--- src/rtl/fdc_pkg.sv ---
// ----------------------------------------------------------------------------
// fdc_pkg
// shared widths, codes and reset values of the frame deframer and checker
// ----------------------------------------------------------------------------
package fdc_pkg;

	localparam int unsigned BYTE_W   = 8;
	localparam int unsigned POS_W    = 9;
	localparam int unsigned KIND_W   = 4;
	localparam int unsigned STATUS_W = 3;
	localparam int unsigned CFG_IDX_W = 2;

	typedef logic [BYTE_W-1:0]    byte_t;
	typedef logic [POS_W-1:0]     pos_t;
	typedef logic [KIND_W-1:0]    kind_t;
	typedef logic [STATUS_W-1:0]  status_t;
	typedef logic [CFG_IDX_W-1:0] cfg_idx_t;

	localparam kind_t KIND_HEADER  = 4'd0;
	localparam kind_t KIND_ADDR1   = 4'd1;
	localparam kind_t KIND_ADDR2   = 4'd2;
	localparam kind_t KIND_COMMAND = 4'd3;
	localparam kind_t KIND_MSG_ID  = 4'd4;
	localparam kind_t KIND_LENGTH  = 4'd5;
	localparam kind_t KIND_DATA    = 4'd6;
	localparam kind_t KIND_CHECK   = 4'd7;
	localparam kind_t KIND_FOOTER  = 4'd8;
	localparam kind_t KIND_EXCESS  = 4'd9;

	localparam status_t STATUS_OK        = 3'd0;
	localparam status_t STATUS_SHORT     = 3'd1;
	localparam status_t STATUS_BAD_HDR   = 3'd2;
	localparam status_t STATUS_BAD_FTR   = 3'd3;
	localparam status_t STATUS_LEN_ERR   = 3'd4;

	localparam cfg_idx_t REG_HEADER    = 2'd0;
	localparam cfg_idx_t REG_FOOTER    = 2'd1;
	localparam cfg_idx_t REG_MIN_BYTES = 2'd2;

	localparam byte_t HEADER_RESET    = 8'd85;
	localparam byte_t FOOTER_RESET    = 8'd93;
	localparam pos_t  MIN_BYTES_RESET = 9'd8;

	localparam pos_t POS_MAX        = 9'd511;
	localparam pos_t POS_LENGTH     = 9'd5;
	localparam pos_t DATA_START     = 9'd6;
	localparam logic [POS_W:0] FRAME_OVERHEAD = 10'd8;

endpackage

--- src/rtl/frame_deframer_checker_top.sv ---
// ----------------------------------------------------------------------------
// frame_deframer_checker_top
// classifies frame bytes by position and gives the frame verdict on the last
// ----------------------------------------------------------------------------
// One byte enters per cycle while byte_stall is low and leaves as one result
// item: an input register, then the classification and checks, then a result
// register. The position, length byte and header match are kept in registers
// updated as each byte passes the result register, so back-to-back bytes of
// a frame flow at full rate unless result_stall holds them; the output
// register lets a new byte be taken while a finished result still waits. Data
// bytes are echoed before the verdict, which comes with the marked last byte
// (frame_end) as frame_status. Registers are written over the cfg port, which
// is always ready; writes to unknown indexes are dropped.
module frame_deframer_checker_top (
	input  logic                     clk,
	input  logic                     arst_n,
	input  logic                     byte_valid,
	output logic                     byte_stall,
	input  fdc_pkg::byte_t           byte_value,
	input  logic                     last_byte,
	output logic                     result_valid,
	input  logic                     result_stall,
	output fdc_pkg::kind_t           field_kind,
	output fdc_pkg::byte_t           field_value,
	output fdc_pkg::byte_t           data_index,
	output logic                     frame_end,
	output fdc_pkg::status_t         frame_status,
	input  logic                     cfg_valid,
	output logic                     cfg_ready,
	input  fdc_pkg::cfg_idx_t        cfg_index,
	input  logic [fdc_pkg::POS_W-1:0] cfg_data
);
	import fdc_pkg::*;

	byte_t header_value_q;
	byte_t footer_value_q;
	pos_t  min_frame_bytes_q;

	logic  valid_s1;
	byte_t byte_s1;
	logic  last_s1;

	pos_t  byte_position_q;
	byte_t declared_length_q;
	logic  header_matched_q;

	logic  out_adv;
	logic  move_s1;
	logic  in_acc;

	logic            hdr_ok;
	byte_t           len_c;
	pos_t            data_end;
	logic [POS_W:0]  n_c;
	kind_t           kind_c;
	byte_t           idx_c;
	status_t         status_c;
	pos_t            idx_full;

	assign cfg_ready  = 1'b1;
	assign out_adv    = !result_valid || !result_stall;
	assign move_s1    = valid_s1 && out_adv;
	assign byte_stall = valid_s1 && !out_adv;
	assign in_acc     = byte_valid && !byte_stall;

	always_ff @(posedge clk or negedge arst_n) begin
		if (!arst_n) begin
			header_value_q    <= HEADER_RESET;
			footer_value_q    <= FOOTER_RESET;
			min_frame_bytes_q <= MIN_BYTES_RESET;
		end else if (cfg_valid && cfg_ready) begin
			unique case (cfg_index)
				REG_HEADER:    header_value_q    <= cfg_data[BYTE_W-1:0];
				REG_FOOTER:    footer_value_q    <= cfg_data[BYTE_W-1:0];
				REG_MIN_BYTES: min_frame_bytes_q <= cfg_data;
				default: ;
			endcase
		end
	end

	// input register
	always_ff @(posedge clk or negedge arst_n) begin
		if (!arst_n) begin
			valid_s1 <= 1'b0;
		end else if (in_acc) begin
			valid_s1 <= 1'b1;
		end else if (move_s1) begin
			valid_s1 <= 1'b0;
		end
	end

	always_ff @(posedge clk) begin
		if (in_acc) begin
			byte_s1 <= byte_value;
			last_s1 <= last_byte;
		end
	end

	// classification and checks
	always_comb begin
		hdr_ok   = (byte_position_q == '0) ? (byte_s1 == header_value_q) : header_matched_q;
		len_c    = (byte_position_q == POS_LENGTH) ? byte_s1 : declared_length_q;
		data_end = DATA_START + {1'b0, len_c};
		n_c      = {1'b0, byte_position_q} + 10'd1;
		idx_full = byte_position_q - DATA_START;
		idx_c    = '0;
		if (byte_position_q < DATA_START) begin
			kind_c = byte_position_q[KIND_W-1:0];
		end else if (byte_position_q < data_end) begin
			kind_c = KIND_DATA;
			idx_c  = idx_full[BYTE_W-1:0];
		end else if (byte_position_q == data_end) begin
			kind_c = KIND_CHECK;
		end else if (byte_position_q == data_end + 9'd1) begin
			kind_c = KIND_FOOTER;
		end else begin
			kind_c = KIND_EXCESS;
		end
		priority if (!last_s1) begin
			status_c = STATUS_OK;
		end else if (n_c < {1'b0, min_frame_bytes_q}) begin
			status_c = STATUS_SHORT;
		end else if (!hdr_ok) begin
			status_c = STATUS_BAD_HDR;
		end else if (byte_s1 != footer_value_q) begin
			status_c = STATUS_BAD_FTR;
		end else if (n_c != {2'b00, len_c} + FRAME_OVERHEAD) begin
			status_c = STATUS_LEN_ERR;
		end else begin
			status_c = STATUS_OK;
		end
	end

	// frame state
	always_ff @(posedge clk or negedge arst_n) begin
		if (!arst_n) begin
			byte_position_q   <= '0;
			declared_length_q <= '0;
			header_matched_q  <= 1'b0;
		end else if (move_s1) begin
			if (last_s1) begin
				byte_position_q   <= '0;
				declared_length_q <= '0;
				header_matched_q  <= 1'b0;
			end else begin
				if (byte_position_q != POS_MAX) begin
					byte_position_q <= byte_position_q + 9'd1;
				end
				declared_length_q <= len_c;
				header_matched_q  <= hdr_ok;
			end
		end
	end

	// result register
	always_ff @(posedge clk or negedge arst_n) begin
		if (!arst_n) begin
			result_valid <= 1'b0;
		end else if (out_adv) begin
			result_valid <= valid_s1;
		end
	end

	always_ff @(posedge clk) begin
		if (move_s1) begin
			field_kind   <= kind_c;
			field_value  <= byte_s1;
			data_index   <= idx_c;
			frame_end    <= last_s1;
			frame_status <= status_c;
		end
	end

	a_state_clears_after_end: assert property (@(posedge clk) disable iff (!arst_n)
		(move_s1 && last_s1) |=> (byte_position_q == '0 && !header_matched_q))
		else $error("frame state not cleared after last byte");

	a_status_only_at_end: assert property (@(posedge clk) disable iff (!arst_n)
		(result_valid && !frame_end) |-> (frame_status == STATUS_OK))
		else $error("verdict given before frame end");

	a_index_only_for_data: assert property (@(posedge clk) disable iff (!arst_n)
		(result_valid && field_kind != KIND_DATA) |-> (data_index == '0))
		else $error("data index set on non-data byte");

	a_position_advances: assert property (@(posedge clk) disable iff (!arst_n)
		(move_s1 && !last_s1 && byte_position_q != POS_MAX) |=>
		(byte_position_q == $past(byte_position_q) + 9'd1))
		else $error("byte position did not advance");

endmodule

--- config.mk ---
export PLATFORM = sky130hd
export DESIGN_NAME = frame_deframer_checker_top
export DESIGN_NICKNAME = d
export VERILOG_FILES = /design/src/rtl/fdc_pkg.sv /design/src/rtl/frame_deframer_checker_top.sv
export SDC_FILE = /design/constraint.sdc
export NUM_CORES = 1
export LEC_CHECK = 0
export BUFFER_PORTS_ARGS = -buffer_cell sky130_fd_sc_hd__buf_2
export CAP_MARGIN = 10
export CELL_PAD_IN_SITES_DETAIL_PLACEMENT = 1
export CELL_PAD_IN_SITES_GLOBAL_PLACEMENT = 1
export CORE_AREA = 4 4 105 107
export DETAILED_ROUTE_END_ITERATION = 10
export DIE_AREA = 0 0 109 111
export PLACE_DENSITY = 0.87
export SLEW_MARGIN = 30
export SYNTH_ARGS = -nofsm -noshare
export SYNTH_HDL_FRONTEND = slang
export SYNTH_SLANG_ARGS = --single-unit
--- constraint.sdc ---
create_clock -name clk -period 5.02 [get_ports clk]
set_input_delay 0.251 -clock clk [delete_from_list [all_inputs] [get_ports clk]]
set_output_delay 0.251 -clock clk [all_outputs]
set_load 0.01 [all_outputs]
==> flow_summary_export.csv, run 1 <==
group,metric,value,unit
cells_and_area,final_core_util,0.523,
timing,relSlewSlack,0.525,
critical_path,path_buf_inv,1,
timing,worst_hold_slack,57.5,ps
synthesis,synth_fa_ha_area_frac,0.0714,
cts,cts_htree_levels,3,
timing,worstMarginPinSlew,709,ps
synthesis,synthArstFlopShare,0.577,
synthesis,synth_top_family_by_area,"simple AND/OR/NAND/NOR gates",
route,wl,12600,microns
route,vias,3556,
timing,drv_slew,0,
critical_path,path_cells,"or4_4, or2_1, mux2i_1, inv_1, ha_1, o21ai_0, or4_2, o31a_1, xnor2_1, ha_1, o21ai_0, a21oi_1, or3_1, o211a_1",
cells_and_area,area_growth,13.7,%
critical_path,rr_worst_depth,14,
placement,io_buffers,50,
die,die_h,111,microns
timing,fin_skew,13.0,ps
timing,hold_viol,0,
route,drc,0,
critical_path,cp-end-kind,"register",
timing,fin_setup_tns,0,ps
route,vias_per_cell,5.71,
power_and_ir_drop,peakVddDrop,0.000225,V
die,coreArea,10100,sq um
critical_path,worstSetupPathType,"reg -> reg",
power_and_ir_drop,p_sw,473,uW
critical_path,slowest_delay,650,ps
cts,cts.sinks,78,
worst_hold_path,min-delay-start,"byte_value[5]",
cells_and_area,drive_gt1_frac,0.259,
grt,grtUsageTotal,0.219,
critical_path,rr_startpoint,"byte_position_q[3]",
synthesis,synthMuxAreaShare,0.0977,
critical_path,r2r-end,"field_kind[0]",
cells_and_area,final_nets,532,
cts,cts_resized,0,
critical_path,cp.arrival,4720,ps
synthesis,ys_ff_latch,78,
run_status,status,"finished clean",
critical_path,path_max_fanout,9,
synthesis,ys.flop_type,"dfrtp_1",
synthesis,synth-compound-area-share,0.0985,
synthesis,synth_cells,427,
critical_path,crit_required,5140,ps
job,maxCapViolations,0,
worst_hold_path,hold_end,"byte_s1[5]",
synthesis,ys_warn_count,0,
route,met3WireLength,600,microns
cts,cts_tree,"built",
power_and_ir_drop,p_sw_frac,0.285,
die,boundaryPins,52,
synthesis,ys_types,62,
critical_path,critical_path.top_delay_family,"simple AND/OR/NAND/NOR gates",
grt,grt_pass1_wl,20500,microns
power_and_ir_drop,pwr-share-clk,0.321,
critical_path,crit_slowest_cell,"or4_2",
timing,fin_crit,4600,ps
worst_hold_path,min_path_type,"in -> reg",
synthesis,synthesis.area,4660,sq um
grt,antenna_found_initial,0,
cts,cts_buffer_depth,2,
die,dieArea,12100,sq um
route,met2WireLength,6750,microns
timing,min_period_over_period,0.917,
power_and_ir_drop,power_density,313,nW/um^2
die,fp.dieW,109,microns
die,core.rowCount,37,
route,wl_met1,4930,microns
route,highest_layer,"met4",
power_and_ir_drop,seqPwrFrac,0.485,
cells_and_area,instances_no_fill,623,
synthesis,avgSynthCellArea,10.9,sq um
placement,gp_congestion,0.902,
placement,post-place-cells,606,
route,first_pass_iters,4,
synthesis,ys_seq_area_frac,0.457,
synthesis,synth-edff-count,33,
grt,grt_pass1_vias,3966,
timing,rsz0062_at_grt,"false",
cts,cts-root-buf,"clkbuf_8",
synthesis,yosys.area_share.simple,0.136,
route,drt-wirelength-per-cell,20.2,microns
critical_path,cp-start-kind,"register",
cts,path_clk_slew,80,ps
power_and_ir_drop,p_leak,0.00236,uW
critical_path,r2r_slack,420,ps
placement,dp_hpwl,9640,microns
grt,grt_overflow_total,0,
timing,setup_viol,0,
route,ant_nets,0,
route,drt_iter0_markers,118,
synthesis,synth_nets,477,
die,initial_utilization,0.460,
synthesis,synth_xor_area_frac,0.0996,
grt,grt_max_degree,46,
worst_hold_path,whs_path_depth,1,
cells_and_area,diodes,0,
cts,numCtsBuffers,9,
timing,clock.fmax,217,MHz
cts,clk_latency,370,ps
power_and_ir_drop,p_int,1190,uW
power_and_ir_drop,combPwrFrac,0.194,
metal layers:
layer,track usage,up-vias
met5,0,-
met2,0.389,100
met4,0.0850,0
met3,0.0478,28
li1,-,1633
met1,0.253,1795
sequential cells by signal, indices dropped and copies added, names as in the netlist:
| register | cells |
|---|---|
| last_s1 | 1 |
| valid_s1 | 1 |
| frame_status | 3 |
| data_index | 8 |
| result_valid | 1 |
| byte_s1 | 8 |
| field_value | 8 |
| min_frame_bytes_q | 9 |
| header_value_q | 8 |
| declared_length_q | 8 |
| field_kind | 4 |
| footer_value_q | 8 |
| frame_end | 1 |
| header_matched_q | 1 |
| byte_position_q | 9 |
how the worst max path moves through the flow:
| stage | start | end | slack (ps) | cells after the start |
|---|---|---|---|---|
| after CTS | byte_position_q[3] | field_kind[0] | 460 | 14 |
| final | byte_position_q[3] | field_kind[0] | 420 | 14 |
| after global placement | byte_position_q[3] | field_kind[0] | 670 | 14 |
| after detailed placement | byte_position_q[3] | field_kind[0] | 480 | 14 |
| after floorplan | byte_position_q[4] | field_kind[0] | 700 | 18 |
| after global routing | byte_position_q[0] | field_kind[0] | 140 | 15 |
synth_stat cells (3+ instances only):
| library cell | number | area [sq um] |
|---|---|---|
| o21a_1 | 5 | 37.5 |
| inv_1 | 21 | 78.8 |
| nand2b_1 | 5 | 31.3 |
| dfrtp_1 | 35 | 876 |
| a22o_1 | 3 | 26.3 |
| nand3b_1 | 3 | 22.5 |
| edfxtp_1 | 33 | 991 |
| ha_1 | 25 | 313 |
| xor2_1 | 17 | 149 |
| o31ai_1 | 4 | 30.0 |
| a21oi_1 | 8 | 40.0 |
| buf_6 | 4 | 45.0 |
| nand3_1 | 10 | 50.1 |
| or2_2 | 4 | 25.0 |
| mux2i_1 | 14 | 140 |
| nor2b_1 | 3 | 18.8 |
| nand4_1 | 7 | 43.8 |
| xnor2_1 | 36 | 315 |
| a32o_1 | 3 | 30.0 |
| nor2_1 | 27 | 101 |
| o21ai_0 | 28 | 140 |
| nor4_1 | 3 | 18.8 |
| or3_1 | 3 | 18.8 |
| and3_1 | 3 | 18.8 |
| clkbuf_1 | 9 | 33.8 |
| dfstp_2 | 10 | 263 |
| nor3b_1 | 3 | 22.5 |
| mux2_2 | 26 | 293 |
| nand2_1 | 33 | 124 |
cells in the final DEF, fill, tap and decap left out, drive strengths merged, types with 4 or more instances in the layout:
| cell | instances |
|---|---|
| nand4 | 7 |
| mux2i | 15 |
| xnor2 | 36 |
| clkbuf | 14 |
| o21ai | 28 |
| o21a | 5 |
| nand3 | 10 |
| mux2 | 26 |
| nand2b | 5 |
| dfrtp | 35 |
| edfxtp | 33 |
| nor2 | 27 |
| buf | 60 |
| nand2 | 33 |
| xor2 | 17 |
| o31ai | 4 |
| or3 | 4 |
| or2 | 5 |
| inv | 23 |
| a21oi | 8 |
| ha | 25 |
| or4 | 4 |
| dfstp | 10 |
per-stage QoR:
step | cell area, sq um | total power (uW) | worst slack (ps)
2_1_floorplan | 4660 | 1020 | 702
3_3_place_gp | 5050 | 1110 | 668
3_5_place_dp | 5060 | 1140 | 478
4_1_cts | 5290 | 1670 | 457
5_1_grt | 5300 | 1740 | 143
6_report | 5300 | 1660 | 416
cell type report:
class | instances | area [sq um]
Fill cell | 1119 | 4840
Multi-Input combinational cell | 311 | 2350
Sequential cell | 78 | 2130
Timing Repair Buffer | 61 | 338
Clock buffer | 14 | 216
Tap cell | 136 | 170
Inverter | 21 | 78.8
Clock inverter | 2 | 15.0
what timing repair did:
| item | in CTS | in global routing |
|---|---|---|
| hold buffers | 0 | 1 |
| setup buffers | 0 | 0 |
| hold endpoints to repair | 0 | 35 |
power groups by stage:
stage | Combinational [uW] | Clock, uW | Sequential [uW]
finish | 323 | 533 | 805
global route | 357 | 570 | 813
CTS | 325 | 537 | 806
detailed placement | 321 | 0 | 818
global placement | 304 | 0 | 811
floorplan | 214 | 0 | 806
cell families after synthesis:
group / count (synthesis)
AO/OA/AOI/OAI: 68
XOR/XNOR: 53
adder cells (fa/ha/maj): 27
buffers and inverters: 38
flip-flops: 78
multiplexers: 41
other: 1
AND/OR/NAND/NOR: 121
No activity file was read; power rests on OpenSTA's default activity.
==> inputs of run 2 (changes only) <==
--- a/config.mk
+++ b/config.mk
@@ -13,6 +13,7 @@
 export DETAILED_ROUTE_END_ITERATION = 10
 export DIE_AREA = 0 0 109 111
 export PLACE_DENSITY = 0.87
+export REMOVE_ABC_BUFFERS = 1
 export SLEW_MARGIN = 30
 export SYNTH_ARGS = -nofsm -noshare
 export SYNTH_HDL_FRONTEND = slang
==> run 2 against run 1 <==
  * Wire length is 0.31% lower
  * Via count decreased by 1.3%
  * Clock skew down 6.3 ps
  * Critical endpoint unchanged
  * Die area is the same
  * Largest power group unchanged
  * Critical path depth stayed put
  * Fmax fell by 0.25%
==> flow_summary_export.csv, run 2 (synthesized netlist as in run 1, its figures left out) <==
group,metric,value,unit
cts,cts_htree_levels,3,
timing,rsz0062_at_grt,"false",
critical_path,cp-start-kind,"register",
cts,cts_buffer_depth,2,
die,coreArea,10100,sq um
critical_path,rr_startpoint,"byte_position_q[3]",
timing,setup_viol,0,
timing,drv_slew,0,
cells_and_area,drive_gt1_frac,0.261,
timing,fin_setup_tns,0,ps
grt,met1_usage,0.265,
route,drt-wirelength-per-cell,20.1,microns
cells_and_area,final_nets,532,
cts,clk_latency,360,ps
grt,grt_pass1_wl,20400,microns
worst_hold_path,min_path_type,"in -> reg",
timing,worstMarginPinSlew,698,ps
timing,min_period_over_period,0.919,
timing,relSlewSlack,0.530,
grt,grt_max_degree,46,
critical_path,cp.arrival,4740,ps
cells_and_area,diodes,0,
run_status,status,"finished clean",
cts,path_clk_slew,90,ps
critical_path,worstSetupPathType,"reg -> reg",
grt,met2_usage,0.389,
critical_path,slowest_delay,640,ps
die,dieArea,12100,sq um
critical_path,crit_required,5150,ps
placement,io_buffers,50,
grt,top_usage_layer,"met2",
grt,grt_overflow_total,0,
cells_and_area,final_core_util,0.523,
placement,dp_hpwl,9430,microns
route,drc,0,
critical_path,r2r-end,"field_kind[0]",
critical_path,path_cells,"or4_4, or2_1, mux2i_1, inv_1, ha_1, o21ai_0, or4_2, o31a_1, xnor2_1, ha_1, o21ai_0, a21oi_1, or3_1, o211a_1",
cells_and_area,final_common_cell,"buf_2",
die,fp.dieW,109,microns
timing,hold_viol,0,
die,initial_utilization,0.460,
cts,post_cts_buffers,0,
grt,grt_pass1_vias,3883,
route,ant_nets,0,
critical_path,r2r_slack,400,ps
critical_path,crit_slowest_cell,"or4_2",
timing,clock.fmax,217,MHz
die,boundaryPins,52,
grt,grtUsageTotal,0.220,
timing,fin_crit,4620,ps
die,die_h,111,microns
route,wl,12500,microns
grt,use_met3,0.0338,
job,maxCapViolations,0,
die,core.rowCount,37,
cells_and_area,reg.largest.list,"byte_position_q: 9 flops, min_frame_bytes_q: 9 flops",
route,vias,3508,
critical_path,path_max_fanout,9,
cells_and_area,mostFrequentLayoutCells,"49 x buf_2, 36 x xnor2_1, 35 x dfrtp_1, 33 x nand2_1, 33 x edfxtp_1",
cts,cts-root-buf,"clkbuf_8",
route,vias_per_cell,5.63,
route,drt_iter0_markers,198,
grt,antenna_found_initial,0,
placement,gp_congestion,0.910,
power_and_ir_drop,p_total,1680,uW
timing,fin_skew,6.71,ps
critical_path,rr_worst_depth,14,
cts,cts.sinks,78,
power_and_ir_drop,peakVddDrop,0.000228,V
power_and_ir_drop,p_leak,0.00235,uW
critical_path,startpoint,"byte_position_q[3]",
power_and_ir_drop,power_density,317,nW/um^2
cells_and_area,fillCellCount,1121,
critical_path,cp-end-kind,"register",
cts,numCtsBuffers,9,
cells_and_area,area_growth,13.6,%
cts,cts_tree,"built",
critical_path,crit_end,"field_kind[0]",
route,first_pass_iters,4,
run 2: how the worst min path moves through the flow:
stage                     slack [ps]  cells after the start                  to     startpoint
after floorplan                  -40                      0  byte_position_q[0]         arst_n
after global placement           430                      1          byte_s1[5]  byte_value[5]
after detailed placement         430                      1          byte_s1[0]  byte_value[0]
after CTS                         40                      1          byte_s1[0]  byte_value[0]
after global routing              30                      1          byte_s1[0]  byte_value[0]
final                             60                      1          byte_s1[5]  byte_value[5]
run 2: layout make-up:
| cell class | instances | area [sq um] | share of cell area |
|---|---|---|---|
| clock buffer | 9 | 124 | 0.0234 |
| clock inverter | 7 | 103 | 0.0194 |
| inverter | 21 | 78.8 | 0.0149 |
| multi-input combinational | 311 | 2350 | 0.444 |
| sequential | 78 | 2130 | 0.402 |
| tap | 136 | 170 | 0.0321 |
| timing repair buffer | 61 | 338 | 0.0638 |
run 2: critical path: cells and delay by family (launching register included):
| kind | cells | cell delay [ps] |
|---|---|---|
| buffers and inverters | 1 | 110 |
| AND/OR/NAND/NOR | 4 | 2100 |
| XOR/XNOR | 1 | 240 |
| flip-flops | 1 | 400 |
| AO/OA/AOI/OAI | 5 | 730 |
| multiplexers | 1 | 270 |
| adder cells (fa/ha/maj) | 2 | 510 |
run 2: stage by stage:
stage / instance area, sq um / std cells / setup WS, ps / hold WS [ps]
2_1_floorplan: 4560 / 410 / 579 / -44.6
3_3_place_gp: 5050 / 606 / 634 / 429
3_5_place_dp: 5060 / 606 / 496 / 430
4_1_cts: 5290 / 622 / 448 / 42.2
5_1_grt: 5300 / 623 / 173 / 33.5
6_report: 5300 / 623 / 404 / 58.7
run 2: repair_timing:
item / in CTS / in global routing
setup endpoints to repair: 0 / 0
hold buffers: 0 / 1
hold endpoints to repair: 0 / 35
resized for setup: 0 / 0
run 2: power breakdown:
part	internal (uW)	total (uW)	switching (uW)
Clock	287	548	261
Combinational	151	327	176
Sequential	750	803	53.2
Total	1190	1680	490
run 2: layer usage:
metal / part of all wire / wire [microns]
met5: 0 / 0
met4: 0.024 / 307
met3: 0.033 / 408
met2: 0.53 / 6680
met1: 0.41 / 5140
